--- src/hw/rtl/rsd_pkg.sv ---
// rsd_pkg: shared types, constants and helpers for the rtc snapshot
// stabilize and decode unit. No dependencies.
package rsd_pkg;

   localparam int unsigned ByteW    = 8;
   localparam int unsigned YearW    = 15;
   localparam int unsigned HourW    = 7;
   localparam int unsigned CountW   = 8;
   localparam int unsigned SnapW    = 64;
   localparam int unsigned RspDataW = 56;

   localparam logic [ByteW-1:0]  MaxPairsReset = 8'd8;
   localparam logic [ByteW-1:0]  SbBinaryMask  = 8'h04;
   localparam logic [ByteW-1:0]  SbH24Mask     = 8'h02;
   localparam logic [ByteW-1:0]  HourPmMask    = 8'h80;
   localparam logic [ByteW-1:0]  HourValMask   = 8'h7F;
   localparam logic [ByteW-1:0]  CenAbsentHi   = 8'hFF;
   localparam logic [ByteW-1:0]  YearWindow    = 8'd70;
   localparam logic [YearW-1:0]  Base1900      = 15'd1900;
   localparam logic [YearW-1:0]  Base2000      = 15'd2000;
   localparam logic [ByteW-1:0]  CenScale      = 8'd100;
   localparam logic [HourW-1:0]  HalfDay       = 7'd12;

   // first listed member sits in the highest bits of a packed struct
   typedef struct packed {
      logic [ByteW-1:0] century;
      logic [ByteW-1:0] status_b;
      logic [ByteW-1:0] year;
      logic [ByteW-1:0] month;
      logic [ByteW-1:0] day;
      logic [ByteW-1:0] hour;
      logic [ByteW-1:0] minute;
      logic [ByteW-1:0] second;
   } snap_type;

   typedef struct packed {
      logic [1:0]       pad;
      logic [ByteW-1:0] second_out;
      logic [ByteW-1:0] minute;
      logic [HourW-1:0] hour;
      logic [ByteW-1:0] day;
      logic [ByteW-1:0] month;
      logic [YearW-1:0] cal_year;
   } rsp_data_type;

   typedef struct packed {
      logic emit;
      logic ok;
   } pair_ctrl_type;

   // unchecked bcd: low + 10 * high
   function automatic logic [ByteW-1:0] bcd_value(input logic [ByteW-1:0] v);
      logic [ByteW-1:0] hi;
      hi = {4'd0, v[7:4]};
      return {4'd0, v[3:0]} + (hi << 3) + (hi << 1);
   endfunction

endpackage

--- src/hw/rtl/rsd_pair_check.sv ---
// rsd_pair_check: holds the first snapshot of a pair, compares the second,
// counts mismatched pairs and holds the max_pairs register. Uses rsd_pkg.
module rsd_pair_check (
   input  logic                        clock,
   input  logic                        reset,
   input  logic                        csr_we,
   input  logic [rsd_pkg::ByteW-1:0]   csr_wdata,
   input  logic                        fire,
   input  rsd_pkg::snap_type           snap,
   output rsd_pkg::pair_ctrl_type      ctrl
);
   import rsd_pkg::*;

   logic [ByteW-1:0]  max_pairs_ff, max_pairs_in;
   snap_type          first_ff, first_in;
   logic              have_first_ff, have_first_in;
   logic [CountW-1:0] count_ff, count_in;
   logic [CountW:0]   count_inc;
   logic              fail;

   assign count_inc = {1'b0, count_ff} + {{CountW{1'b0}}, 1'b1};
   // zero limit acts like one since the incremented count is never zero
   assign fail = count_inc >= {1'b0, max_pairs_ff};

   always_comb begin
      max_pairs_in  = csr_we ? csr_wdata : max_pairs_ff;
      first_in      = first_ff;
      have_first_in = have_first_ff;
      count_in      = count_ff;
      ctrl.emit     = 1'b0;
      ctrl.ok       = 1'b0;
      if (!have_first_ff) begin
         first_in      = snap;
         have_first_in = 1'b1;
      end else if (snap != first_ff) begin
         have_first_in = 1'b0;
         ctrl.emit     = fail;
         count_in      = fail ? '0 : count_inc[CountW-1:0];
      end else begin
         have_first_in = 1'b0;
         ctrl.emit     = 1'b1;
         ctrl.ok       = 1'b1;
         count_in      = '0;
      end
   end

   always_ff @(posedge clock) begin
      if (reset) begin
         max_pairs_ff  <= MaxPairsReset;
         first_ff      <= '0;
         have_first_ff <= 1'b0;
         count_ff      <= '0;
      end else begin
         max_pairs_ff <= max_pairs_in;
         if (fire) begin
            first_ff      <= first_in;
            have_first_ff <= have_first_in;
            count_ff      <= count_in;
         end
      end
   end

endmodule

--- src/hw/rtl/rsd_time_decode.sv ---
// rsd_time_decode: bcd or binary, 12/24-hour and full-year decode of one snapshot.
// Uses rsd_pkg.
module rsd_time_decode (
   input  rsd_pkg::snap_type      snap,
   output rsd_pkg::rsp_data_type  dec
);
   import rsd_pkg::*;

   logic             binary, h24, pm, cen_ok;
   logic [ByteW-1:0] sec, min, day, mon, yr, cen;
   logic [HourW-1:0] hr;
   logic [YearW-1:0] fy;

   assign binary = |(snap.status_b & SbBinaryMask);
   assign h24    = |(snap.status_b & SbH24Mask);
   assign pm     = |(snap.hour & HourPmMask);
   assign cen_ok = (snap.century != '0) && (snap.century != CenAbsentHi);

   always_comb begin
      logic [ByteW-1:0] hr_raw;
      logic [ByteW-1:0] hr_bcd;
      hr_raw = snap.hour & HourValMask;
      hr_bcd = bcd_value(hr_raw);
      if (binary) begin
         sec = snap.second;
         min = snap.minute;
         day = snap.day;
         mon = snap.month;
         yr  = snap.year;
         cen = snap.century;
         hr  = hr_raw[HourW-1:0];
      end else begin
         sec = bcd_value(snap.second);
         min = bcd_value(snap.minute);
         day = bcd_value(snap.day);
         mon = bcd_value(snap.month);
         yr  = bcd_value(snap.year);
         cen = cen_ok ? bcd_value(snap.century) : snap.century;
         hr  = hr_bcd[HourW-1:0];
      end
      if (!h24) begin
         if (pm && hr < HalfDay) begin
            hr = hr + HalfDay;
         end else if (!pm && hr == HalfDay) begin
            hr = '0;
         end
      end
      if (cen_ok) begin
         fy = YearW'({7'd0, cen} * {7'd0, CenScale}) + {7'd0, yr};
      end else if (yr >= YearWindow) begin
         fy = Base1900 + {7'd0, yr};
      end else begin
         fy = Base2000 + {7'd0, yr};
      end
   end

   always_comb begin
      dec            = '0;
      dec.cal_year   = fy;
      dec.month      = mon;
      dec.day        = day;
      dec.hour       = hr;
      dec.minute     = min;
      dec.second_out = sec;
   end

endmodule

--- src/hw/rtl/rtc_snapshot_stabilize_decode_unit.sv ---
// rtc_snapshot_stabilize_decode_unit: top level with input and result
// registers around rsd_pair_check and rsd_time_decode. Uses rsd_pkg.
//
//   channel   ports            beat contents
//   req       req_t*           one raw snapshot of eight register bytes
//   rsp       rsp_t*           decoded time (tuser 1) or failure (tuser 0)
//   csr       csr_we/wdata     max_pairs
//
// one snapshot a cycle while the result register can take beats; each beat
// waits in the input register until it advances, and the second beat of a
// matching pair, or a failure at the max_pairs limit, moves on to the result register.
// the input register moves on when the result register is empty or drained
// in that cycle, so a stalled rsp side holds back req after one beat.
// synchronous reset clears valids and the pair state and sets max_pairs to 8.
module rtc_snapshot_stabilize_decode_unit (
   input  logic                           clock,
   input  logic                           reset,
   input  logic                           req_tvalid,
   output logic                           req_tready,
   // second, minute, hour, day, month, year, status_b, century
   input  logic [rsd_pkg::SnapW-1:0]      req_tdata,
   output logic                           rsp_tvalid,
   input  logic                           rsp_tready,
   // cal_year, month, day, hour, minute, second_out, 2 zero bits
   output logic [rsd_pkg::RspDataW-1:0]   rsp_tdata,
   // ok
   output logic                           rsp_tuser,
   input  logic                           csr_we,
   input  logic [rsd_pkg::ByteW-1:0]      csr_wdata
);
   import rsd_pkg::*;

   snap_type      in_data_ff;
   logic          in_valid_ff, in_valid_in;
   logic          advance;
   pair_ctrl_type ctrl;
   rsp_data_type  dec;
   rsp_data_type  out_data_ff;
   logic          out_ok_ff;
   logic          out_valid_ff, out_valid_in;

   assign advance    = in_valid_ff && (!out_valid_ff || rsp_tready);
   assign req_tready = !in_valid_ff || advance;

   assign in_valid_in  = (req_tvalid && req_tready) ? 1'b1 : (advance ? 1'b0 : in_valid_ff);
   assign out_valid_in = (advance && ctrl.emit) ? 1'b1 : (rsp_tready ? 1'b0 : out_valid_ff);

   rsd_pair_check u_pair_check (
      .clock     (clock),
      .reset     (reset),
      .csr_we    (csr_we),
      .csr_wdata (csr_wdata),
      .fire      (advance),
      .snap      (in_data_ff),
      .ctrl      (ctrl)
   );

   rsd_time_decode u_time_decode (
      .snap (in_data_ff),
      .dec  (dec)
   );

   always_ff @(posedge clock) begin
      if (reset) begin
         in_valid_ff  <= 1'b0;
         out_valid_ff <= 1'b0;
      end else begin
         in_valid_ff  <= in_valid_in;
         out_valid_ff <= out_valid_in;
      end
   end

   always_ff @(posedge clock) begin
      if (req_tvalid && req_tready) begin
         in_data_ff <= snap_type'(req_tdata);
      end
      if (advance && ctrl.emit) begin
         // failure beats carry all-zero fields
         out_data_ff <= ctrl.ok ? dec : '0;
         out_ok_ff   <= ctrl.ok;
      end
   end

   assign rsp_tvalid = out_valid_ff;
   assign rsp_tdata  = out_data_ff;
   assign rsp_tuser  = out_ok_ff;

endmodule
--- config.mk ---
export PLATFORM = sky130hd
export DESIGN_NAME = rtc_snapshot_stabilize_decode_unit
export DESIGN_NICKNAME = d
export VERILOG_FILES = /design/src/hw/rtl/rsd_pkg.sv /design/src/hw/rtl/rsd_pair_check.sv /design/src/hw/rtl/rsd_time_decode.sv /design/src/hw/rtl/rtc_snapshot_stabilize_decode_unit.sv
export SDC_FILE = /design/constraint.sdc
export NUM_CORES = 1
export LEC_CHECK = 0
export ABC_AREA = 1
export BUFFER_PORTS_ARGS = -buffer_cell sky130_fd_sc_hd__buf_2
export CORE_UTILIZATION = 59
export CTS_CLUSTER_SIZE = 24
export DETAILED_ROUTE_END_ITERATION = 6
export PLACE_DENSITY = 0.9
export SYNTH_ARGS = -nofsm -noshare
export SYNTH_HDL_FRONTEND = slang
export SYNTH_SLANG_ARGS = --single-unit
--- constraint.sdc ---
create_clock -name clock -period 5.2 [get_ports clock]
set_clock_uncertainty 0.15 [all_clocks]
set_input_delay 0.52 -clock clock [delete_from_list [all_inputs] [get_ports clock]]
set_output_delay 0.52 -clock clock [all_outputs]
set_load 0.01 [all_outputs]
# Yosys cells after proc, flatten, opt, wreduce, memory -nomap -nowiden
# Index checks and enable logic that the tools add are counted.
# classes
addsub	19
eq_ne	3
mux	23
n_reduce_logical	16
order_cmp	3
bitwise_logic	1
mul	1
# ops
operator	n
8-bit 2-to-1 mux	9
64-bit inequality test	1
4-bit by 7-bit adder with 8-bit output	6
8-bit by 5-bit adder with 8-bit output	6
7-bit 2-to-1 mux	4
11-bit by 8-bit adder with 12-bit output (first input constant)	2
15-bit by 8-bit adder with 15-bit output	1
15-bit 2-to-1 mux	1
8-bit by 5-bit multiplier with 13-bit output (second input constant)	1
12-bit 2-to-1 mux	1
8-bit by 1-bit adder with 9-bit output (second input constant)	1
9-bit by 8-bit >= comparator with 1-bit output	1
8-bit by 7-bit >= comparator with 1-bit output (second input constant)	1
8-bit inequality test (second input constant)	1
8-bit nonzero test	1
4-bit by 6-bit adder with 7-bit output	1
7-bit by 4-bit adder with 7-bit output	1
7-bit by 4-bit adder with 7-bit output (second input constant)	1
7-bit by 4-bit equality test with 1-bit output (second input constant)	1
7-bit by 4-bit less-than comparator with 1-bit output (second input constant)	1
1-bit 2-to-1 mux	7
1-bit logical AND	6
2-bit AND reduction	2
2-bit nonzero test	2
other kinds (4)	7
# totals
out_inout_bits	59
regBits	204
input_bits	77

# Logic depth before layout (Yosys ltp)
# Gate-level depths: netlist of run 1.
# logic_depth
depth_word	8
mapped_depth	27

# Cells and area by module
# From an unflattened synthesis of run 1, not the netlist that was laid out.
# hier_totals
cells_unflattened	1580
hier_area_um2	12401.9
# modules_own_cells
mod	area_per_inst_um2	seq_area_each_um2	instances	cells_per_inst
rsd_pair_check	4384.2	1621.6	1	718
rtc_snapshot_stabilize_decode_unit	4215.3	3673.5	1	257
rsd_time_decode	3802.4	0.0	1	605

# Worst setup path after synthesis of run 1
# No wires, ideal clock.
# synth_timing
path_type	reg-to-reg
from	register in_data_ff[60] (netlist name)
to	register out_data_ff, in the netlist rsp_tdata[12] (data pin)
slack_ns	0.513
stages_incl_launch_ff	21
t_arrival_ns	4.276
setup_ns	0.261
t_required_ns	4.789
synth_period_minus_slack_ns	4.687
n_path_buf	0
cell_sequence	edfxtp_1 inv_1 fa_1 fa_1 xor2_1 o21ai_0 ha_1 ha_1 inv_1 fa_1 inv_1 ha_1 a21oi_1 nand2_1 or2_2 nand2_1 inv_1 nand2_1 nor2_1 nor2_1 nor3_2
# synth_via
elab_chain_cells	7
word_cells_on_any_way	13
cone_classes	3 x add/sub; 1 x mul; 2 x eq/ne; 5 x mux; 2 x reduce/logical
# synth_rtl
item	line	text
from (decl)	rtc_snapshot_stabilize_decode_unit.sv:33	snap_type in_data_ff;
from (signal assigned)	rtc_snapshot_stabilize_decode_unit.sv:75	in_data_ff <= snap_type'(req_tdata);
4-bit by 7-bit adder with 8-bit output (tied with other cells)	rsd_pkg.sv:55	return {4'd0, v[3:0]} + (hi << 3) + (hi << 1);
8-bit by 5-bit adder with 8-bit output / 1-bit logical AND (equally long branches)	rsd_pkg.sv:55, rsd_time_decode.sv:17	
8-bit 2-to-1 mux	rsd_time_decode.sv:38	cen = cen_ok ? bcd_value(snap.century) : snap.century;
8-bit 2-to-1 mux	rsd_time_decode.sv:24	if (binary) begin
8-bit by 5-bit multiplier with 13-bit output	rsd_time_decode.sv:49	fy = YearW'({7'd0, cen} * {7'd0, CenScale}) + {7'd0, yr};
15-bit by 8-bit adder with 15-bit output	rsd_time_decode.sv:49	
15-bit 2-to-1 mux	rsd_time_decode.sv:48	if (cen_ok) begin
to (signal assigned)	rtc_snapshot_stabilize_decode_unit.sv:79	out_data_ff <= ctrl.ok ? dec : '0;
to (decl)	rtc_snapshot_stabilize_decode_unit.sv:38	rsp_data_type out_data_ff;
# Parallel ways exist; a longest one is shown, timed or not.
# A chain may end at the register's enable or synchronous reset.

# Worst setup path after layout of run 1
# layout_timing
from	register in_data_ff[59] (netlist name)
to	register out_data_ff, in the netlist rsp_tdata[14] (data pin)
# The elaborated chain is that of the path after synthesis.

==> impl_metrics.ini, run 1 <==
[worst_setup_path]
cp_cell_sequence = inv_1 > fa_1 > fa_1 > o21ai_1 > ha_1 > ha_1 > inv_1 > fa_1 > inv_1 > ha_1 > nand2_1 > inv_1 > nor2_1 > nand2_1 > nand2_1 > nand2_1 > nor2_1 > nand2_1 > nor2_2 > nand3_1 > nand3_1 > a21oi_1
crit_path_top_delay_cell = fa_1
crit_top_cell = nand2_1
cp.buffers_inverters = 4
worst-setup-path-type = register to register
critPathMaxFanout = 7
crit_required_ns = 5.30
critPathCaptureType = register
worst_ep_arrival_time_ns = 4.97
crit_family = adder cells
cp_slowest_stage_delay_ns = 0.53
cp-start-kind = register

[global_routing]
first_global_vias = 8838
gr-total-overflow = 0
grt_use_total_pct = 25.4
grt_max_degree = 129
grt_pass1_wl_um = 41100
antenna_found_initial = 1

[layout]
multi_input_area_sq_um = 5520
utilization_pct = 70.1
layout.nets = 1627
fillers = 1353
seqCellArea_sq_um = 5240
area_growth_pct = 14.5
drive_gt1_share_pct = 16.4

[power_and_ir_drop]
power_density_nw_per_um2 = 370
cellLeakagePower_nw = 6.37
internal_power_mw = 3.28
p_switching_mw = 1.65
seq_power_share_pct = 37.7
ir_drop_uv = 291
combPwrFrac_pct = 31.1
clkPwrFrac_pct = 31.2
sw_frac_of_total_pct = 33.6

[floorplan]
die_width_um = 142
fp.dieH_um = 142
io_pins = 136
start_util_pct = 61.2
coreArea_sq_um = 19000
rows = 50
dieArea_sq_um = 20300

[synthesis]
synth_cell_types = 46
ys_warn_count = 0
yosys.area.top_type = edfxtp_1
synth_top_area_share_pct = 30.7
synth_edf_count = 119
seq_area_frac_synth_pct = 45.0
synth.most_common_cell = nand2_1
avgSynthCellArea_sq_um = 8.97
syn-instance-count = 1297
synthArstFlopShare_pct = 0
synth.ff_latch_count = 202
synth_area_sq_um = 11600
synthTopCellsByArea = edfxtp_1 31%, dfxtp_1 14%, ha_1 11%
synth_flop_cell = edfxtp_1
synth_common_cells = 208 x nand2_1, 183 x inv_1, 119 x a21oi_1, 119 x edfxtp_1, 112 x nor2_1

[route]
wirelength_um = 25400
vias_per_cell = 5.35
wl_per_cell_um = 14.9
drt-pass1-iter-count = 5
drc_errors = 0
vias = 9156
drtAntennaViolNets = 0
drt-initial-drc-count = 500

[timing]
finalHoldViolations = 0
drv_slew = 0
tns_ns = 0
max_freq_mhz = 205
fin_crit_sh_pct = 93.7
finalSetupViolations = 0
fin_crit_ns = 4.87
slew_headroom_pct = 25.2
tightest_slew_ns = 1.12

[place]
place.gp.congestion = 0.946
port_buffers = 133
hpwlAfterDp_um = 17900

[clock_tree]
clockBufferDepth = 3
clock_latency_ns = 0.51
clk_pin_slew_worst_paths_ns = 0.06
cts_root_buffer = clkbuf_16
cts_max_level = 1
cts-buffers-inserted = 22
cts_tree = yes
cts_sinks = 202

[flow_run]
drv_cap = 0

[run_status]
status = finished, final reports clean

[min_path]
holdCritPathClass = input port to register
## path summary, 6_finish.rpt
check	start	to	slack [ns]	cells after the start
max	in_data_ff[59]	rsp_tdata[14]	0.33	22
min	req_tdata[25]	in_data_ff[25]	0.03	1
max reg2reg	in_data_ff[59]	rsp_tdata[14]	0.33	22
min reg2reg	u_pair_check.first_ff[22]	u_pair_check.first_ff[22]	0.31	2
## cell type report
class / instances / area share, %
multi-input combinational: 866 / 41.4
tap: 260 / 2.44
antenna: 1 / 0.0188
inverter: 192 / 5.43
timing repair buffer: 149 / 5.90
clock inverter: 10 / 0.685
sequential: 202 / 39.3
clock buffer: 30 / 4.81
## stage by stage
step                hold WS, ns  instances  total power [mW]  area [sq um]  worst slack, ns
finish                   0.0345       1710              4.93         13300            0.330
global route             0.0162       1710              5.25         13300          -0.0358
CTS                      0.0215       1703              4.90         13300            0.115
detailed placement        0.301       1663              3.36         12500            0.142
global placement          0.294       1663              3.28         12500            0.364
floorplan                 0.285       1298              3.02         11600            0.513
## registers in the layout, indices dropped and copies added (netlist names)
| name | cells |
|---|---|
| in_data_ff | 64 |
| u_pair_check.first_ff | 64 |
| rsp_tdata | 54 |
| u_pair_check.count_ff | 8 |
| u_pair_check.max_pairs_ff | 8 |
| in_valid_ff | 1 |
| rsp_tuser | 1 |
| rsp_tvalid | 1 |
| u_pair_check.have_first_ff | 1 |
## cells by family (layout without fill, tap and decap cells)
family	after synthesis	count (layout)	share of synthesized area, %
AO/OA/AOI/OAI	252	252	12.1
XOR/XNOR	83	83	6.25
adder cells (fa/ha/maj)	117	117	13.7
buffers and inverters	230	381	7.89
flip-flops	202	202	45.0
other	1	3	0.0322
AND/OR/NAND/NOR	412	412	15.0
## power by group through the flow
stage	clock network, mW	registers (mW)	logic [mW]
6_report	1.54	1.86	1.53
5_1_grt	1.63	1.87	1.74
4_1_cts	1.56	1.86	1.48
3_5_place_dp	0	1.89	1.46
3_3_place_gp	0	1.89	1.39
2_1_floorplan	0	1.87	1.15
## per-layer routing
metal | global-route usage, % | wire, um | vias to the layer above
li1 | - | - | 4543
met1 | 32.6 | 10900 | 4233
met2 | 43.1 | 12000 | 308
met3 | 3.84 | 1580 | 72
met4 | 10.0 | 949 | 0
met5 | 0 | 0 | -
## timing repair
item | in CTS | in global routing
setup buffers | 0 | 6
setup endpoints to repair | 0 | 5
hold buffers | 0 | 0
gates resized for setup | 0 | 8
## cells in the final DEF, fill, tap and decap left out, drive strengths merged, types with 18 or more instances in the layout
cell and n:
buf 149, a21oi 119, nor2 118, xor2 72, inv 193, ha 99
o21ai 106, nand2 212, fa 18, edfxtp 119, dfxtp 83, nand3 52
clkbuf 30
(Power assumes the default switching activity.)
==> run 2: changes to the inputs <==
--- a/config.mk
+++ b/config.mk
@@ -10,7 +10,8 @@
 export CORE_UTILIZATION = 59
 export CTS_CLUSTER_SIZE = 24
 export DETAILED_ROUTE_END_ITERATION = 6
-export PLACE_DENSITY = 0.9
+export HOLD_SLACK_MARGIN = 0.12
+export PLACE_DENSITY = 0.87
 export SYNTH_ARGS = -nofsm -noshare
 export SYNTH_HDL_FRONTEND = slang
 export SYNTH_SLANG_ARGS = --single-unit
==> impl_metrics.ini, run 2 (synthesized netlist as in run 1, its figures left out) <==
[timing]
finalHoldViolations = 0
slew_headroom_pct = 29.7
max_freq_mhz = 202
hold_ws_ns = 0.169
finalSetupViolations = 0
fin_crit_sh_pct = 95.0
fin_crit_ns = 4.94
drv_slew = 0
tightest_slew_ns = 1.05

[floorplan]
start_util_pct = 61.2
coreArea_sq_um = 19000
die_width_um = 142
io_pins = 136
rows = 50
dieArea_sq_um = 20300
fp.dieH_um = 142

[global_routing]
gr-total-overflow = 0
first_global_vias = 9476
grt_use_total_pct = 27.6
grt_max_degree = 81
grt_pass1_wl_um = 44400
antenna_found_initial = 0

[place]
port_buffers = 133
place.gp.congestion = 0.925
hpwlAfterDp_um = 17700

[worst_setup_path]
critPathCaptureType = register
crit_required_ns = 5.30
crit_family = adder cells
rr_startpoint = in_data_ff[59]
cp-start-kind = register
critPathLaunch = in_data_ff[59]
cp.buffers_inverters = 4
worst-setup-path-type = register to register
crit_path_top_delay_cell = fa_1
cp_num_cells = 25
setup.worst_path.end = rsp_tdata[13]
r2r_cells = 25
crit_top_cell = nand2_1
cp_slowest_stage_delay_ns = 0.61
r2r-end = rsp_tdata[13]
worst_ep_arrival_time_ns = 5.05
critPathMaxFanout = 6
ff2ff_setup_slack_ns = 0.26

[layout]
final_common_cell = nand2_1
layout.nets = 1693
antennaDiodeCount = 0
area_growth_pct = 20.2
most-common-layout-cells = 207 x nand2_1, 181 x inv_1, 133 x buf_2
drive_gt1_share_pct = 15.1

[route]
drt-initial-drc-count = 620
drc_errors = 0
vias_per_cell = 5.40
wl_per_cell_um = 15.8
drt-pass1-iter-count = 5
vias = 9575
wirelength_um = 28000
drtAntennaViolNets = 0

[run_status]
status = finished, final reports clean

[power_and_ir_drop]
internal_power_mw = 3.35
clkPwrFrac_pct = 31.6
power_density_nw_per_um2 = 359
p_switching_mw = 1.68
power_mw = 5.03
sw_frac_of_total_pct = 33.4
cellLeakagePower_nw = 6.63
seq_power_share_pct = 37.1
ir_drop_uv = 292
combPwrFrac_pct = 31.3

[flow_run]
drv_cap = 0

[clock_tree]
clockBufferDepth = 3
cts_root_buffer = clkbuf_16
cts_tree = yes
cts-buffers-inserted = 22
clock_latency_ns = 0.51
clk_pin_slew_worst_paths_ns = 0.06
cts_sinks = 202
cts_max_level = 1

[min_path]
holdCritPathClass = input port to register
run 2: cell count changes in the layout (fill, tap and decap cells not counted), sizes merged:
cell and delta:
clkbuf -1, bufinv +2, clkinv -1, inv -1, dlygate4sd3 +69, buf -3, diode -1
run 2: layer usage:
| metal | part of all wire, % | track usage, % |
|---|---|---|
| met5 | 0 | 0 |
| met4 | 3.5 | 12.3 |
| met3 | 5.9 | 4.04 |
| met2 | 49 | 48.6 |
| met1 | 41 | 33.7 |
run 2: power groups by stage:
stage | sequential [mW] | clock [mW] | combinational (mW)
final | 1.86 | 1.59 | 1.57
after global routing | 1.87 | 1.67 | 1.78
after CTS | 1.86 | 1.60 | 1.52
after detailed placement | 1.89 | 0 | 1.45
after global placement | 1.89 | 0 | 1.38
after floorplan | 1.87 | 0 | 1.15
run 2: worst min-delay path by stage:
stage / cells after the start / endpoint / startpoint
after floorplan: 2 / u_pair_check.max_pairs_ff[7] / u_pair_check.max_pairs_ff[7]
after global placement: 2 / u_pair_check.first_ff[29] / u_pair_check.first_ff[29]
after detailed placement: 2 / u_pair_check.first_ff[2] / u_pair_check.first_ff[2]
after CTS: 3 / u_pair_check.max_pairs_ff[6] / csr_wdata[6]
after global routing: 3 / u_pair_check.max_pairs_ff[5] / csr_wdata[5]
final: 3 / u_pair_check.max_pairs_ff[6] / csr_wdata[6]
run 2: stage by stage:
stage	utilization [%]	TNS, ns	cells	worst slack, ns	cell area (sq um)
3_5_place_dp	65.8	0	1663	0.189	12500
5_1_grt	73.6	-0.379	1774	-0.158	14000
4_1_cts	73.3	0	1771	0.176	13900
6_report	73.6	0	1774	0.258	14000
2_1_floorplan	-	0	1298	0.513	11600
3_3_place_gp	65.8	0	1663	0.375	12500
run 2: timing repair:
action / CTS / global route
buffers inserted: 0 / 3
endpoints found under the hold margin: 68 / 0
hold buffers: 69 / 0
gates resized for setup: 0 / 9
endpoints found under the setup margin: 0 / 4
run 2: worst register-to-register path, cell delays in order (launching register included):
cell and delay (ns):
edfxtp_1 0.40, inv_1 0.10, fa_1 0.61, inv_1 0.06
ha_1 0.28, nand2_1 0.06, nor2_1 0.04, a211oi_1 0.18
inv_1 0.09, a21oi_1 0.19, o21ai_0 0.16, o21ai_2 0.14
ha_1 0.28, ha_1 0.30, ha_1 0.29, ha_1 0.37
nand2_1 0.09, or2_2 0.31, nand3_1 0.08, nand2_1 0.05
nand2_1 0.11, inv_1 0.07, nor2_1 0.14, nand2_1 0.06
nand2_1 0.05, nor2_1 0.04
run 2: final cells by class:
type	count	area [sq um]
Clock buffer	29	597
Clock inverter	10	134
Fill cell	1304	5030
Inverter	192	723
Multi-Input combinational cell	866	5520
Sequential cell	202	5240
Tap cell	260	325
Timing Repair Buffer	215	1450
==> run 3: changes to the inputs <==
--- a/config.mk
+++ b/config.mk
@@ -5,13 +5,14 @@
 export SDC_FILE = /design/constraint.sdc
 export NUM_CORES = 1
 export LEC_CHECK = 0
-export ABC_AREA = 1
+export ABC_AREA = 0
 export BUFFER_PORTS_ARGS = -buffer_cell sky130_fd_sc_hd__buf_2
 export CORE_UTILIZATION = 59
 export CTS_CLUSTER_SIZE = 24
 export DETAILED_ROUTE_END_ITERATION = 6
 export HOLD_SLACK_MARGIN = 0.12
 export PLACE_DENSITY = 0.87
+export RECOVER_POWER = 100
 export SYNTH_ARGS = -nofsm -noshare
 export SYNTH_HDL_FRONTEND = slang
 export SYNTH_SLANG_ARGS = --single-unit
==> impl_metrics.ini, run 3 <==
[place]
hpwlAfterDp_um = 17200
postPlaceCellArea_sq_um = 12100
place.gp.congestion = 0.849
port_buffers = 133

[run_status]
violations = max-capacitance violations, max-slew violations
status = finished, violations left

[power_and_ir_drop]
p_switching_mw = 1.69
power_density_nw_per_um2 = 388
cellLeakagePower_nw = 5.96
clkPwrFrac_pct = 31.6
sw_frac_of_total_pct = 32.0
ir_drop_uv = 248
combPwrFrac_pct = 33.3
seq_power_share_pct = 35.1
internal_power_mw = 3.60

[layout]
drive_gt1_share_pct = 12.2
utilization_pct = 74.8
area_growth_pct = 22.6
antennaDiodeCount = 0
final_area_sq_um = 13600
most-common-layout-cells = 161 x nand2_1, 119 x edfxtp_1, 117 x a21oi_1
final_common_cell = nand2_1
layout.nets = 1493

[route]
drt-initial-drc-count = 647
drc_errors = 0
drt-pass1-iter-count = 5
wirelength_um = 26100
wl_per_cell_um = 16.9
vias_per_cell = 5.64
vias = 8719
drtAntennaViolNets = 0

[timing]
drv_slew = 137
fin_crit_sh_pct = 95.1
tightest_slew_ns = 3.43
slew_headroom_pct = -129
fin_crit_ns = 4.94
max_freq_mhz = 202
finalSetupViolations = 0
finalHoldViolations = 0

[clock_tree]
clk_pin_slew_worst_paths_ns = 0.06
cts_tree = yes
clockBufferDepth = 3
cts-buffers-inserted = 23
clock_latency_ns = 0.52
cts_sinks = 202
cts_max_level = 1
cts_root_buffer = clkbuf_16

[global_routing]
grt_pass1_wl_um = 41700
gr-total-overflow = 0
first_global_vias = 8543
antenna_found_initial = 0
grt_max_degree = 77
grt_use_total_pct = 26.8

[synthesis]
synth-simple-area-share_pct = 13.6
ys_warn_count = 0
synth_edf_count = 119
synth_top_family_by_area = adder cells
synth_mux_area_share_pct = 2.75
synthTopCellsByArea = edfxtp_1 32%, dfxtp_1 15%, ha_1 11%
synth_fa_ha_area_share_pct = 14.4
yosys.area.top_type = edfxtp_1
synth.most_common_cell = nand2_1
seq_area_frac_synth_pct = 47.1
synth_common_cells = 160 x nand2_1, 119 x a21oi_1, 119 x edfxtp_1
synth.ff_latch_count = 202
synth_cell_types = 58
synth_area_sq_um = 11100
synth-compound-area-share_pct = 11.0
avgSynthCellArea_sq_um = 10.3
syn-instance-count = 1080
synth_flop_cell = edfxtp_1
synthXorXnorAreaFrac_pct = 7.72
synth_top_area_share_pct = 32.1
synthArstFlopShare_pct = 0

[floorplan]
io_pins = 136
start_util_pct = 61.1
die_width_um = 139
dieArea_sq_um = 19400
fp.dieH_um = 139
coreArea_sq_um = 18200
rows = 49

[worst_setup_path]
worst_ep_arrival_time_ns = 5.14
critPathCaptureType = register
crit_required_ns = 5.39
critPathMaxFanout = 4
cp-start-kind = register
worst-setup-path-type = register to register

[min_path]
holdCritPathClass = input port to register

[flow_run]
drv_cap = 4
## run 3: cell types whose count changed in the layout (fill, tap and decap cells not counted), sizes merged, moves of 20 or more
cell / delta
nand3: -38
clkbuf: +72
mux2i: +26
nor4: +20
nor2: -52
a21o: +22
o21ai: -86
nand2: -50
inv: -131
buf: -58
## run 3: power by group through the flow
stage	clock network (mW)	registers [mW]	logic [mW]
detailed placement	0	1.89	1.52
CTS	1.69	1.85	1.58
floorplan	0	1.86	1.18
global route	1.75	1.86	1.95
global placement	0	1.88	1.46
finish	1.67	1.86	1.76
## run 3: logic make-up after synthesis
group,count (synthesis)
XOR/XNOR,98
flip-flops,202
adder cells (fa/ha/maj),117
AO/OA/AOI/OAI,204
multiplexers,30
AND/OR/NAND/NOR,333
buffers and inverters,95
other,1
## run 3: routing by layer
metal  GRT usage, %  vias up  wire [um]
met5              0        -          0
met4           8.54        0        820
met3           3.92       66       1340
met2           46.7      291      12900
met1           34.3     4136      11100
li1               -     4226          -
## run 3: worst paths after layout
| kind | startpoint | end | slack, ns | cells past startpoint |
|---|---|---|---|---|
| worst min-delay path | rsp_tready | in_valid_ff | 0.21 | 4 |
| worst min register to register | u_pair_check.first_ff[33] | u_pair_check.first_ff[33] | 0.32 | 2 |
| worst max register to register | in_data_ff[59] | rsp_tdata[14] | 0.26 | 21 |
| worst max-delay path | in_data_ff[59] | rsp_tdata[14] | 0.26 | 21 |
## run 3: stage by stage
| step | instances | TNS (ns) | power (mW) | hold WS [ns] | worst slack, ns |
|---|---|---|---|---|---|
| 6_report | 1545 | 0 | 5.29 | 0.212 | 0.256 |
| 5_1_grt | 1545 | -0.0352 | 5.57 | 0.243 | -0.0352 |
| 4_1_cts | 1542 | 0 | 5.12 | 0.198 | 0.0207 |
| 3_5_place_dp | 1427 | -0.0183 | 3.40 | 0.308 | -0.0183 |
| 3_3_place_gp | 1427 | 0 | 3.34 | 0.303 | 0.177 |
| 2_1_floorplan | 1081 | 0 | 3.04 | 0.298 | 0.0293 |
## run 3: worst max-delay path, stage by stage, from the launching register on
cell	delay (ns)
edfxtp_1	0.34
inv_1	0.06
fa_1	0.58
inv_1	0.06
ha_1	0.30
a21o_1	0.19
a21oi_2	0.16
and2_1	0.14
o21ai_1	0.09
buf_4	0.16
ha_1	0.29
ha_1	0.31
ha_1	0.32
ha_4	0.28
buf_4	0.13
nand3_2	0.09
o2111ai_2	0.22
xnor2_2	0.13
nor4_2	0.30
nand3_1	0.13
xor2_1	0.17
nor3_1	0.19
## run 3: timing repair
item | 4_1_cts | 5_1_grt
endpoints found under the setup margin | 1 | 4
endpoints found under the hold margin | 73 | 0
hold buffers | 73 | 0
pin swaps | 0 | 10
buffers inserted | 0 | 3
resized for setup | 2 | 22
## run 3: layout make-up
cell class | count | area [sq um]
Clock buffer | 32 | 713
Clock inverter | 10 | 90.1
Fill cell | 1203 | 4580
Inverter | 58 | 218
Multi-Input combinational cell | 784 | 5590
Sequential cell | 202 | 5240
Tap cell | 229 | 287
Timing Repair Buffer | 230 | 1490
